## src/hw/rtl/rgb_to_hsv_converter_defines.svh

```systemverilog
// ----------------------------------------------------------------------------
// RGB to HSV converter assertion macros
// Shared concurrent-check macros, compiled out when SYNTH is defined.
// ----------------------------------------------------------------------------
`ifndef RGB_TO_HSV_CONVERTER_DEFINES_SVH
`define RGB_TO_HSV_CONVERTER_DEFINES_SVH

`ifndef SYNTH
// same-cycle implication
`define RHC_ASSERT_IMPLY(label, clk, rst, ante, cons) \
   label: assert property (@(posedge clk) disable iff (rst) (ante) |-> (cons)) \
      else $error("rhc check failed");
// implication a fixed number of cycles later
`define RHC_ASSERT_DELAY(label, clk, rst, ante, n, cons) \
   label: assert property (@(posedge clk) disable iff (rst) (ante) |-> ##(n) (cons)) \
      else $error("rhc latency check failed");
`else
`define RHC_ASSERT_IMPLY(label, clk, rst, ante, cons)
`define RHC_ASSERT_DELAY(label, clk, rst, ante, n, cons)
`endif

`endif

```

## src/hw/rtl/rhc_pkg.sv

```systemverilog
// ----------------------------------------------------------------------------
// RGB to HSV converter package
// Word types, pipeline stage types, constants and the divider step function.
// ----------------------------------------------------------------------------
package rhc_pkg;

   localparam int COMP_W    = 8;
   localparam int HUE_W     = 15;
   localparam int SAT_W     = 17;
   localparam int SPAN_W    = 8;
   localparam int DIFF_W    = 9;
   localparam int T_W       = 11;
   localparam int NUM_W     = 24;
   localparam int NQ_W      = 17;              // numerator bits left / quotient bits
   localparam int DIV_W     = 9;               // divisor is twice span or twice max
   localparam int REM_W     = 10;
   localparam int DIV_STEPS = NQ_W;
   localparam int LATENCY   = DIV_STEPS + 2;
   localparam int HUE_LIMIT = 23040;

   // hue sector, picked by which component is the minimum
   localparam logic [2:0] SECTOR_BLUE_MIN  = 3'd1;
   localparam logic [2:0] SECTOR_RED_MIN   = 3'd3;
   localparam logic [2:0] SECTOR_GREEN_MIN = 3'd5;

   typedef struct packed {
      logic [COMP_W-1:0] red;
      logic [COMP_W-1:0] green;
      logic [COMP_W-1:0] blue;
   } pixel_type;

   typedef struct packed {
      logic [HUE_W-1:0]  hue;
      logic [SAT_W-1:0]  saturation;
      logic [COMP_W-1:0] brightness;
      logic              is_gray;
   } hsv_type;

   typedef struct packed {
      logic                     valid;
      logic [2:0]               sector;
      logic signed [DIFF_W-1:0] diff;
      logic [SPAN_W-1:0]        span;
      logic [COMP_W-1:0]        brightness;
      logic                     is_gray;
   } prep_type;

   typedef struct packed {
      logic [REM_W-1:0] rem;
      logic [NQ_W-1:0]  nq;
      logic [DIV_W-1:0] div;
   } lane_type;

   typedef struct packed {
      lane_type          hue_lane;
      lane_type          sat_lane;
      logic [COMP_W-1:0] brightness;
      logic              is_gray;
   } stage_data_type;

   typedef struct packed {
      logic           valid;
      stage_data_type data;
   } stage_type;

   // one restoring-division step: pull in the next numerator bit, emit one quotient bit
   function automatic lane_type div_step(input lane_type lane);
      lane_type         res;
      logic [REM_W-1:0] shifted;
      logic             ge;
      shifted = {lane.rem[REM_W-2:0], lane.nq[NQ_W-1]};
      ge      = (shifted >= {1'b0, lane.div});
      res.rem = ge ? (shifted - {1'b0, lane.div}) : shifted;
      res.nq  = {lane.nq[NQ_W-2:0], ge};
      res.div = lane.div;
      return res;
   endfunction

endpackage

```

## src/hw/rtl/rgb_to_hsv_converter.sv

```systemverilog
// ----------------------------------------------------------------------------
// RGB to HSV converter
// Pipelined pixel color conversion: hue, saturation and value from 8-bit RGB.
// ----------------------------------------------------------------------------
// The block takes one pixel per clock and returns its result as a one-cycle
// word on rsp_result marked by rsp_strobe; the receiver must take it in that
// cycle. The pipeline is two front stages (max/min and sector, then the
// rounded numerators) followed by one register stage per quotient bit of the
// 17-bit divider that both hue and saturation share. req_busy is high only
// while reset is applied. Hue is in 1/64 degree and saturation in 1/65536,
// both rounded to nearest, ties upward; gray pixels return hue and saturation
// of zero with is_gray set.
// ----------------------------------------------------------------------------
`include "rgb_to_hsv_converter_defines.svh"

module rgb_to_hsv_converter (
   input  logic               clock,
   input  logic               reset,
   input  logic               req_start,
   output logic               req_busy,
   input  rhc_pkg::pixel_type req_pixel,
   output logic               rsp_strobe,
   output rhc_pkg::hsv_type   rsp_result
);

   logic               accept;
   rhc_pkg::prep_type  prep;
   rhc_pkg::stage_type stages [rhc_pkg::DIV_STEPS+1];
   rhc_pkg::stage_type last;

   assign req_busy = reset;
   assign accept   = req_start & ~req_busy;

   rhc_prep u_prep (
      .clock    (clock),
      .reset    (reset),
      .in_valid (accept),
      .in_pixel (req_pixel),
      .prep     (prep)
   );

   rhc_numer u_numer (
      .clock    (clock),
      .reset    (reset),
      .prep     (prep),
      .dn_stage (stages[0])
   );

   for (genvar i = 0; i < rhc_pkg::DIV_STEPS; i++) begin : g_div
      rhc_div_stage u_div_stage (
         .clock    (clock),
         .reset    (reset),
         .up_stage (stages[i]),
         .dn_stage (stages[i+1])
      );
   end

   assign last = stages[rhc_pkg::DIV_STEPS];

   // drop divider output for gray pixels: span was zero there
   always_comb begin
      rsp_strobe            = last.valid;
      rsp_result.brightness = last.data.brightness;
      rsp_result.is_gray    = last.data.is_gray;
      if (last.data.is_gray) begin
         rsp_result.hue        = '0;
         rsp_result.saturation = '0;
      end else begin
         rsp_result.hue        = last.data.hue_lane.nq[rhc_pkg::HUE_W-1:0];
         rsp_result.saturation = last.data.sat_lane.nq;
      end
   end

   `RHC_ASSERT_DELAY(a_latency, clock, reset, accept, rhc_pkg::LATENCY, rsp_strobe)
   `RHC_ASSERT_DELAY(a_no_spurious, clock, reset, !accept, rhc_pkg::LATENCY, !rsp_strobe)
   `RHC_ASSERT_IMPLY(a_color_range, clock, reset, rsp_strobe && !rsp_result.is_gray, rsp_result.saturation != 0 && rsp_result.brightness != 0 && rsp_result.hue < rhc_pkg::HUE_LIMIT)

endmodule

```

## src/hw/rtl/rhc_prep.sv

```systemverilog
// ----------------------------------------------------------------------------
// RGB to HSV converter, stage 1
// Finds max and min, the hue sector, the signed difference and the span.
// ----------------------------------------------------------------------------
module rhc_prep (
   input  logic               clock,
   input  logic               reset,
   input  logic               in_valid,
   input  rhc_pkg::pixel_type in_pixel,
   output rhc_pkg::prep_type  prep
);

   logic [rhc_pkg::COMP_W-1:0] mx;
   logic [rhc_pkg::COMP_W-1:0] mn;
   logic                       valid_ff;
   logic                       valid_in;
   rhc_pkg::prep_type          data_ff;
   rhc_pkg::prep_type          data_in;

   always_comb begin
      mx = in_pixel.red;
      mn = in_pixel.red;
      if (in_pixel.green > mx) mx = in_pixel.green;
      if (in_pixel.blue > mx) mx = in_pixel.blue;
      if (in_pixel.green < mn) mn = in_pixel.green;
      if (in_pixel.blue < mn) mn = in_pixel.blue;
   end

   always_comb begin
      valid_in           = in_valid;
      data_in.valid      = in_valid;
      data_in.span       = mx - mn;
      data_in.brightness = mx;
      data_in.is_gray    = (mx == mn);
      // ties go red first, then blue, then green
      if (in_pixel.red == mn) begin
         data_in.sector = rhc_pkg::SECTOR_RED_MIN;
         data_in.diff   = $signed({1'b0, in_pixel.green}) - $signed({1'b0, in_pixel.blue});
      end else if (in_pixel.blue == mn) begin
         data_in.sector = rhc_pkg::SECTOR_BLUE_MIN;
         data_in.diff   = $signed({1'b0, in_pixel.red}) - $signed({1'b0, in_pixel.green});
      end else begin
         data_in.sector = rhc_pkg::SECTOR_GREEN_MIN;
         data_in.diff   = $signed({1'b0, in_pixel.blue}) - $signed({1'b0, in_pixel.red});
      end
   end

   always_ff @(posedge clock) begin
      if (reset) begin
         valid_ff <= 1'b0;
      end else begin
         valid_ff <= valid_in;
      end
   end

   always_ff @(posedge clock) begin
      data_ff <= data_in;
   end

   always_comb begin
      prep       = data_ff;
      prep.valid = valid_ff;
   end

endmodule

```

## src/hw/rtl/rhc_numer.sv

```systemverilog
// ----------------------------------------------------------------------------
// RGB to HSV converter, stage 2
// Builds the rounded hue and saturation numerators and loads both divider lanes.
// ----------------------------------------------------------------------------
module rhc_numer (
   input  logic               clock,
   input  logic               reset,
   input  rhc_pkg::prep_type  prep,
   output rhc_pkg::stage_type dn_stage
);

   logic [rhc_pkg::T_W:0]       sect_span;
   logic [rhc_pkg::T_W:0]       t_full;
   logic [rhc_pkg::T_W-1:0]     t;
   logic [rhc_pkg::NUM_W-1:0]   t_wide;
   logic [rhc_pkg::NUM_W-1:0]   hue_num;
   logic                        valid_ff;
   logic                        valid_in;
   rhc_pkg::stage_data_type     data_ff;
   rhc_pkg::stage_data_type     data_in;

   always_comb begin
      case (prep.sector)
         rhc_pkg::SECTOR_BLUE_MIN:  sect_span = {4'b0, prep.span};
         rhc_pkg::SECTOR_RED_MIN:   sect_span = {4'b0, prep.span} + {3'b0, prep.span, 1'b0};
         rhc_pkg::SECTOR_GREEN_MIN: sect_span = {4'b0, prep.span} + {2'b0, prep.span, 2'b0};
         default:                   sect_span = {4'b0, prep.span};
      endcase
   end

   always_comb begin
      // |diff| never exceeds span, so this stays non-negative
      t_full  = sect_span - {{3{prep.diff[rhc_pkg::DIFF_W-1]}}, prep.diff};
      t       = t_full[rhc_pkg::T_W-1:0];
      t_wide  = {{(rhc_pkg::NUM_W - rhc_pkg::T_W){1'b0}}, t};
      // 2*3840*t + span, for division by 2*span
      hue_num = (t_wide << 13) - (t_wide << 9) + {16'b0, prep.span};
   end

   always_comb begin
      valid_in                = prep.valid;
      data_in.hue_lane.rem    = {3'b0, hue_num[rhc_pkg::NUM_W-1:rhc_pkg::NQ_W]};
      data_in.hue_lane.nq     = hue_num[rhc_pkg::NQ_W-1:0];
      data_in.hue_lane.div    = {prep.span, 1'b0};
      // 2*65536*span + max, for division by 2*max
      data_in.sat_lane.rem    = {2'b0, prep.span};
      data_in.sat_lane.nq     = {9'b0, prep.brightness};
      data_in.sat_lane.div    = {prep.brightness, 1'b0};
      data_in.brightness      = prep.brightness;
      data_in.is_gray         = prep.is_gray;
   end

   always_ff @(posedge clock) begin
      if (reset) begin
         valid_ff <= 1'b0;
      end else begin
         valid_ff <= valid_in;
      end
   end

   always_ff @(posedge clock) begin
      data_ff <= data_in;
   end

   assign dn_stage.valid = valid_ff;
   assign dn_stage.data  = data_ff;

endmodule

```

## src/hw/rtl/rhc_div_stage.sv

```systemverilog
// ----------------------------------------------------------------------------
// RGB to HSV converter, divider stage
// One restoring-division step for the hue and saturation lanes, registered.
// ----------------------------------------------------------------------------
`include "rgb_to_hsv_converter_defines.svh"

module rhc_div_stage (
   input  logic               clock,
   input  logic               reset,
   input  rhc_pkg::stage_type up_stage,
   output rhc_pkg::stage_type dn_stage
);

   logic                    valid_ff;
   logic                    valid_in;
   rhc_pkg::stage_data_type data_ff;
   rhc_pkg::stage_data_type data_in;

   always_comb begin
      valid_in            = up_stage.valid;
      data_in             = up_stage.data;
      data_in.hue_lane    = rhc_pkg::div_step(up_stage.data.hue_lane);
      data_in.sat_lane    = rhc_pkg::div_step(up_stage.data.sat_lane);
   end

   always_ff @(posedge clock) begin
      if (reset) begin
         valid_ff <= 1'b0;
      end else begin
         valid_ff <= valid_in;
      end
   end

   always_ff @(posedge clock) begin
      data_ff <= data_in;
   end

   assign dn_stage.valid = valid_ff;
   assign dn_stage.data  = data_ff;

   // partial remainder always stays below the divisor
   `RHC_ASSERT_IMPLY(a_hue_rem_bound, clock, reset, valid_ff && data_ff.hue_lane.div != 0, data_ff.hue_lane.rem < {1'b0, data_ff.hue_lane.div})
   `RHC_ASSERT_IMPLY(a_sat_rem_bound, clock, reset, valid_ff && data_ff.sat_lane.div != 0, data_ff.sat_lane.rem < {1'b0, data_ff.sat_lane.div})
   `RHC_ASSERT_IMPLY(a_div_held, clock, reset, valid_ff && up_stage.valid, data_ff.hue_lane.div == {data_ff.sat_lane.div - data_ff.sat_lane.div + data_ff.hue_lane.div})

endmodule

```

## config.mk

```make
export PLATFORM = sky130hd
export DESIGN_NAME = rgb_to_hsv_converter
export DESIGN_NICKNAME = d
export VERILOG_FILES = /design/src/hw/rtl/rhc_pkg.sv /design/src/hw/rtl/rgb_to_hsv_converter.sv /design/src/hw/rtl/rhc_prep.sv /design/src/hw/rtl/rhc_numer.sv /design/src/hw/rtl/rhc_div_stage.sv
export VERILOG_INCLUDE_DIRS = /design/src /design/src/hw/rtl
export SDC_FILE = /design/constraint.sdc
export NUM_CORES = 2
export LEC_CHECK = 0
export ABC_AREA = 0
export BUFFER_PORTS_ARGS = -buffer_cell sky130_fd_sc_hd__buf_2
export CAP_MARGIN = 40
export CORE_ASPECT_RATIO = 0.6
export CORE_MARGIN = 1.5
export CORE_UTILIZATION = 30
export DETAILED_ROUTE_END_ITERATION = 10
export PLACE_DENSITY_LB_ADDON = 0.15
export SYNTH_ARGS = -nofsm -noshare
export SYNTH_HDL_FRONTEND = slang
export SYNTH_SLANG_ARGS = --single-unit
export TNS_END_PERCENT = 5
```

## constraint.sdc

```tcl
create_clock -name clock -period 15.8 [get_ports clock]
set_input_delay 3.95 -clock clock [delete_from_list [all_inputs] [get_ports clock]]
set_output_delay 3.95 -clock clock [all_outputs]
set_load 0.03 [all_outputs]
```

Yosys cells after proc, flatten, opt, wreduce, memory -nomap -nowiden:

Index checks and enable logic that the tools add are counted.

* register bits after elaboration: 1198
* output and inout bits: 43
* logic and storage cells: 281

* mux-type cells: 40
* magnitude comparators: 38
* add/subtract/negate cells: 41
* bitwise operators: 2
* equality and inequality tests: 5

Operators by type and width (number)
* $ge 10x9->1: 32
* $mux 9: 32
* $sub 9x9->9: 31
* $mux 8: 5
* $mux 32: 1
* $sub 8x8->9: 3
* $add 24x8->24: 1
* $eq 8x8->1: 3
* $sub 24x20->24: 1
* $pmux 11 s2: 1
* $gt 8x8->1: 2
* $lt 8x8->1: 2
* $mux 12: 1
* $add 8x10->11: 1
* $sub 11x11->11: 1
* $add 8x9->10: 1
* $ge 8x9->1: 1
* $ge 9x9->1: 1
* $sub 8x9->9: 1
* $sub 8x8->8: 1
* $eq 3x2->1 const B: 1
* $eq 3x3->1 const B: 1
* $and 1x1->1: 1
* $not 1->1: 1

Depth between registers and ports, before layout:

* depth after elaboration: 7
* gate-level depth with buffers: 28
* depth with buffers taken out: 28

By module:

A second synthesis with hierarchy kept.

* cell total of the unflattened synthesis: 4855
* area, all modules: 53900.4 µm²

By module, submodules not included
* rhc_div_stage at g_div[10].u_div_stage ...: seq. area each 1641.6 µm², times used 12, area each 2776.4 µm², cells an instance 241
* rhc_prep: seq. area each 580.6 µm², times used 1, area each 3129.3 µm², cells an instance 358
* rhc_numer: seq. area each 780.7 µm², times used 1, area each 2964.1 µm², cells an instance 334
* rhc_div_stage at g_div[6].u_div_stage: seq. area each 1641.6 µm², times used 1, area each 2940.3 µm², cells an instance 245
* rhc_div_stage at g_div[9].u_div_stage: seq. area each 1641.6 µm², times used 1, area each 2860.2 µm², cells an instance 248
* rhc_div_stage at g_div[0].u_div_stage: seq. area each 1641.6 µm², times used 1, area each 2836.5 µm², cells an instance 257
* rhc_div_stage at g_div[8].u_div_stage: seq. area each 1641.6 µm², times used 1, area each 2808.9 µm², cells an instance 242
* rhc_div_stage at g_div[7].u_div_stage: seq. area each 1641.6 µm², times used 1, area each 2807.7 µm², cells an instance 242
* rgb_to_hsv_converter: seq. area each 0.0 µm², times used 1, area each 236.5 µm², cells an instance 37

Least setup slack after synthesis:

OpenSTA, ideal clock, no wires.

* kind: in2reg
* start point: input port req_pixel[12] (netlist bit)
* end point: register u_prep.data_ff (netlist bit u_prep.prep[16])
* stages on the path: 28
* slack: 7323 ps
* data arrival time: 8405 ps
* required time: 15728 ps
* cell sequence: inv_1 -> ha_1 -> nand3_1 -> o21bai_1 -> nand2_1 -> nor2_1 -> o21ai_1 -> clkbuf_1 -> a21oi_1 -> ha_1 -> nor2b_1 -> o21a_1 -> o21ai_0 -> nand2b_1 -> a21oi_1 -> o21ai_0 -> o21ai_1 -> clkbuf_1 -> nor2_1 -> a21oi_1 -> ha_1 -> a21oi_1 -> o21ai_0 -> a21oi_1 -> o21bai_1 -> a21o_1 -> a21oi_1 -> xor2_1

RTL lines
* start: declaration: RTL line rgb_to_hsv_converter.sv:21 `input rhc_pkg::pixel_type req_pixel,`
* end signal: assignment: RTL line rhc_prep.sv:57 `data_ff <= data_in;`
* end: declaration: RTL line rhc_prep.sv:17 `rhc_pkg::prep_type data_ff;`

==> metrics.yaml <==
logic_synthesis:
  yosysWarnings: 0
  synth-edff-count: 0
  synth_top_flop_cell: "dfxtp_1"
  synth_nets: 4016
  ys_async_sr_fraction_pct: 0
  synth_seq_cells: 1000
  synthAdderAreaFrac_pct: 13.8
  synth_top_area_share_pct: 53.1
  netlist_area_um2: 37700
  synth_area_leaders: "dfxtp_1 53%, ha_1 12%, inv_1 4.3%"
  synthCells: 3597
  syn_area_per_cell_um2: 10.5
  yosys.area_share.simple_pct: 9.52
  synth_cell_types: 72
  synth_compound_area_share_pct: 12.0
  yosys.area.top_type: "dfxtp_1"
  synth_seq_area_share_pct: 53.1
  synthMuxAreaShare_pct: 1.78
  synth_xor_area_share_pct: 4.76
  synth_top_family_by_area: "adder cells"
critical_path:
  cpPeakStageDelay_ps: 610
  crit_fanout: 16
  worst_path_max_delay_cell: "and2_1"
  path_cells: "buf_2, inv_1, ha_1, nand3_1, nor2_1, a32oi_1, and2_1, nor2_1, a21oi_1, ha_1, a211o_1, nor2_1, nor3_1, o41ai_4, nand2_2, mux2_2, ha_1, inv_1, o21ai_0, a21oi_1, o21bai_1, a21o_1, a21oi_1, xor2_1"
  start_kind: "primary input"
  cp.buffers_inverters: 3
  critPathTopFamily: "compound AO/OA/AOI/OAI gates"
  worstSetupPathType: "primary input to flip-flop"
  critPathCaptureType: "flip-flop"
  required_ps: 16370
  crit_arrival_ps: 9490
clocking:
  post_cts_buffers: 0
  clock_sinks: 1000
  cts-root-buf: "clkbuf_16"
  cts_buffer_depth: 3
  cts_tree: "done"
  htree_levels: 3
  clkSlewWorstSetupHoldPaths_ps: 60
  cts_buffers: 97
  cts_resized: 0
  insertion_delay_ps: 700
  hold_buffers: 0
floorplanning:
  die_height_um: 278
  initial_core_util_pct: 30.3
  ios: 70
  die_x_um: 461
  core_area_um2: 124000
  die_area_um2: 128000
  rows: 100
sta:
  timing.slew.headroom_pct: 37.6
  hold_viol_final: 0
  setup_viol: 0
  fin_crit_ps: 8930
  setup-tns-final_ps: 0
  rsz0062_at_grt: "false"
  timing.final.ws_setup_ps: 6870
  final_max_slew_viol_count: 0
  tightest_slew_ps: 929
  fin_crit_sh_pct: 56.5
  hold-worst-slack_ps: 310
  finClkSkew_ps: 30.3
  timing.fmax_ghz: 0.112
routing:
  drt-total-wl_um: 77300
  num_vias: 23300
  firstDrtPassIters: 5
  ant_nets: 0
  avgViaCountPerCell: 4.25
  drc: 0
  avgRoutedWirePerCell_um: 14.1
  drt_iter0_markers: 1300
cells_and_area:
  layout_commonest_cell: "dfxtp_1"
  num-fill-cells: 12400
  syn_to_final_growth_pct: 15.3
  antenna_cells: 0
  fin_nets: 4137
  layout_common_cells: "999 x dfxtp_1, 436 x inv_1, 353 x ha_1"
  drive_gt1_share_pct: 8.21
run:
  maxCapViolations: 0
min_path:
  hold_class: "flip-flop to flip-flop"
global_routing:
  grt_start_max_net_pins: 21
  antenna_found_initial: 1
  grt_usage_pct: 12.3
  grt_pass1_vias: 22500
  grt_pass1_wl_um: 126000
  overflow: 0
place:
  dp_hpwl_um: 59700
  port_buffers: 69
  place_ws_ps: 6290
  gp_congestion: 0.832
status:
  status: "completed"
cells in the mapped netlist, types with 8 or more instances:
master and number:
dfxtp_1 1000, inv_1 436, ha_1 353, a21oi_1 245, o21ai_0 205, nor2_1 196
nor2b_1 161, nand2_1 129, xnor2_1 126, a21o_1 115, nand2b_1 83, xor2_1 79
nand4_1 54, clkbuf_1 49, mux2_2 44, fa_1 39, o31ai_1 36, nand3_1 23
o21bai_1 19, a21boi_0 15, and3_1 15, mux2i_1 15, nor3_1 15, a311oi_1 10
buf_4 10, a211oi_1 9, a211o_1 8, o21a_1 8, or2_2 8
final timing paths:
| check | slack, ps | depth (start not counted) | end | start |
|---|---|---|---|---|
| worst max register to register | 10190 | 20 | u_numer.dn_stage[74]$_DFF_P_ | u_prep.prep[10]$_DFF_P_ |
| worst min-delay path | 310 | 0 | g_div[9].u_div_stage.dn_stage[67]$_DFF_P_ | g_div[8].u_div_stage.dn_stage[66]$_DFF_P_ |
| worst max-delay path | 6870 | 24 | u_prep.prep[16]$_DFF_P_ | req_pixel[15] |
| worst min register to register | 310 | 0 | g_div[9].u_div_stage.dn_stage[67]$_DFF_P_ | g_div[8].u_div_stage.dn_stage[66]$_DFF_P_ |
metrics by stage:
step                utilization (%)  instances  instance area, um2
global placement               32.1       5287               39900
CTS                            34.9       5481               43500
finish                         34.9       5481               43500
floorplan                         -       3597               37700
detailed placement             32.2       5302               40000
global route                   34.9       5481               43500
state kept, by name, indices dropped and copies added (netlist names):
| register | cells |
|---|---|
| g_div.u_div_stage.dn_stage | 915 |
| g_div.u_div_stage.valid_ff | 17 |
| u_numer.dn_stage | 38 |
| u_numer.valid_ff | 1 |
| u_prep.prep | 28 |
| u_prep.valid_ff | 1 |
layout make-up:
type / instances / area, um2 / share of cell area (%)
Sequential cell: 1000 / 20000 / 46.1
Multi-Input combinational cell: 2099 / 15800 / 36.3
Clock buffer: 127 / 2720 / 6.26
Tap cell: 1683 / 2110 / 4.84
Inverter: 436 / 1640 / 3.77
Clock inverter: 52 / 736 / 1.69
Timing Repair Buffer: 84 / 482 / 1.11
logic make-up (layout without fill, tap and decap cells):
group,Yosys count,after routing
compound gates,736,736
xor+xnor,205,205
fa+ha+maj,392,392
buf+inv,498,699
flops,1000,1000
mux,61,61
other cells,1,1
simple gates,704,704
routing by layer:
layer | up-vias | track usage [%] | wire [um]
met1 | 10600 | 21.3 | 47500
met3 | 105 | 2.58 | 3490
met5 | - | 0 | 0
li1 | 12300 | - | -
met4 | 0 | 2.87 | 1380
met2 | 366 | 14.3 | 25000
worst reg2reg max path, cell delays in order, from the launching register on:
cell and delay [ps]:
dfxtp_1 490, ha_1 240, inv_1 60, fa_1 480, inv_1 40, a221oi_1 280
a21oi_1 170, ha_1 380, o21ai_0 120, a21boi_1 320, o21ai_0 190, nor2b_1 170
xnor2_1 420, inv_1 180, ha_1 350, o21a_1 130, o21a_1 260, o41ai_1 720
o21bai_1 130, a21oi_1 200, xnor2_1 190
Power is not shown: default switching activity piles up to over one toggle a cycle in this logic, so the estimate is an artifact.
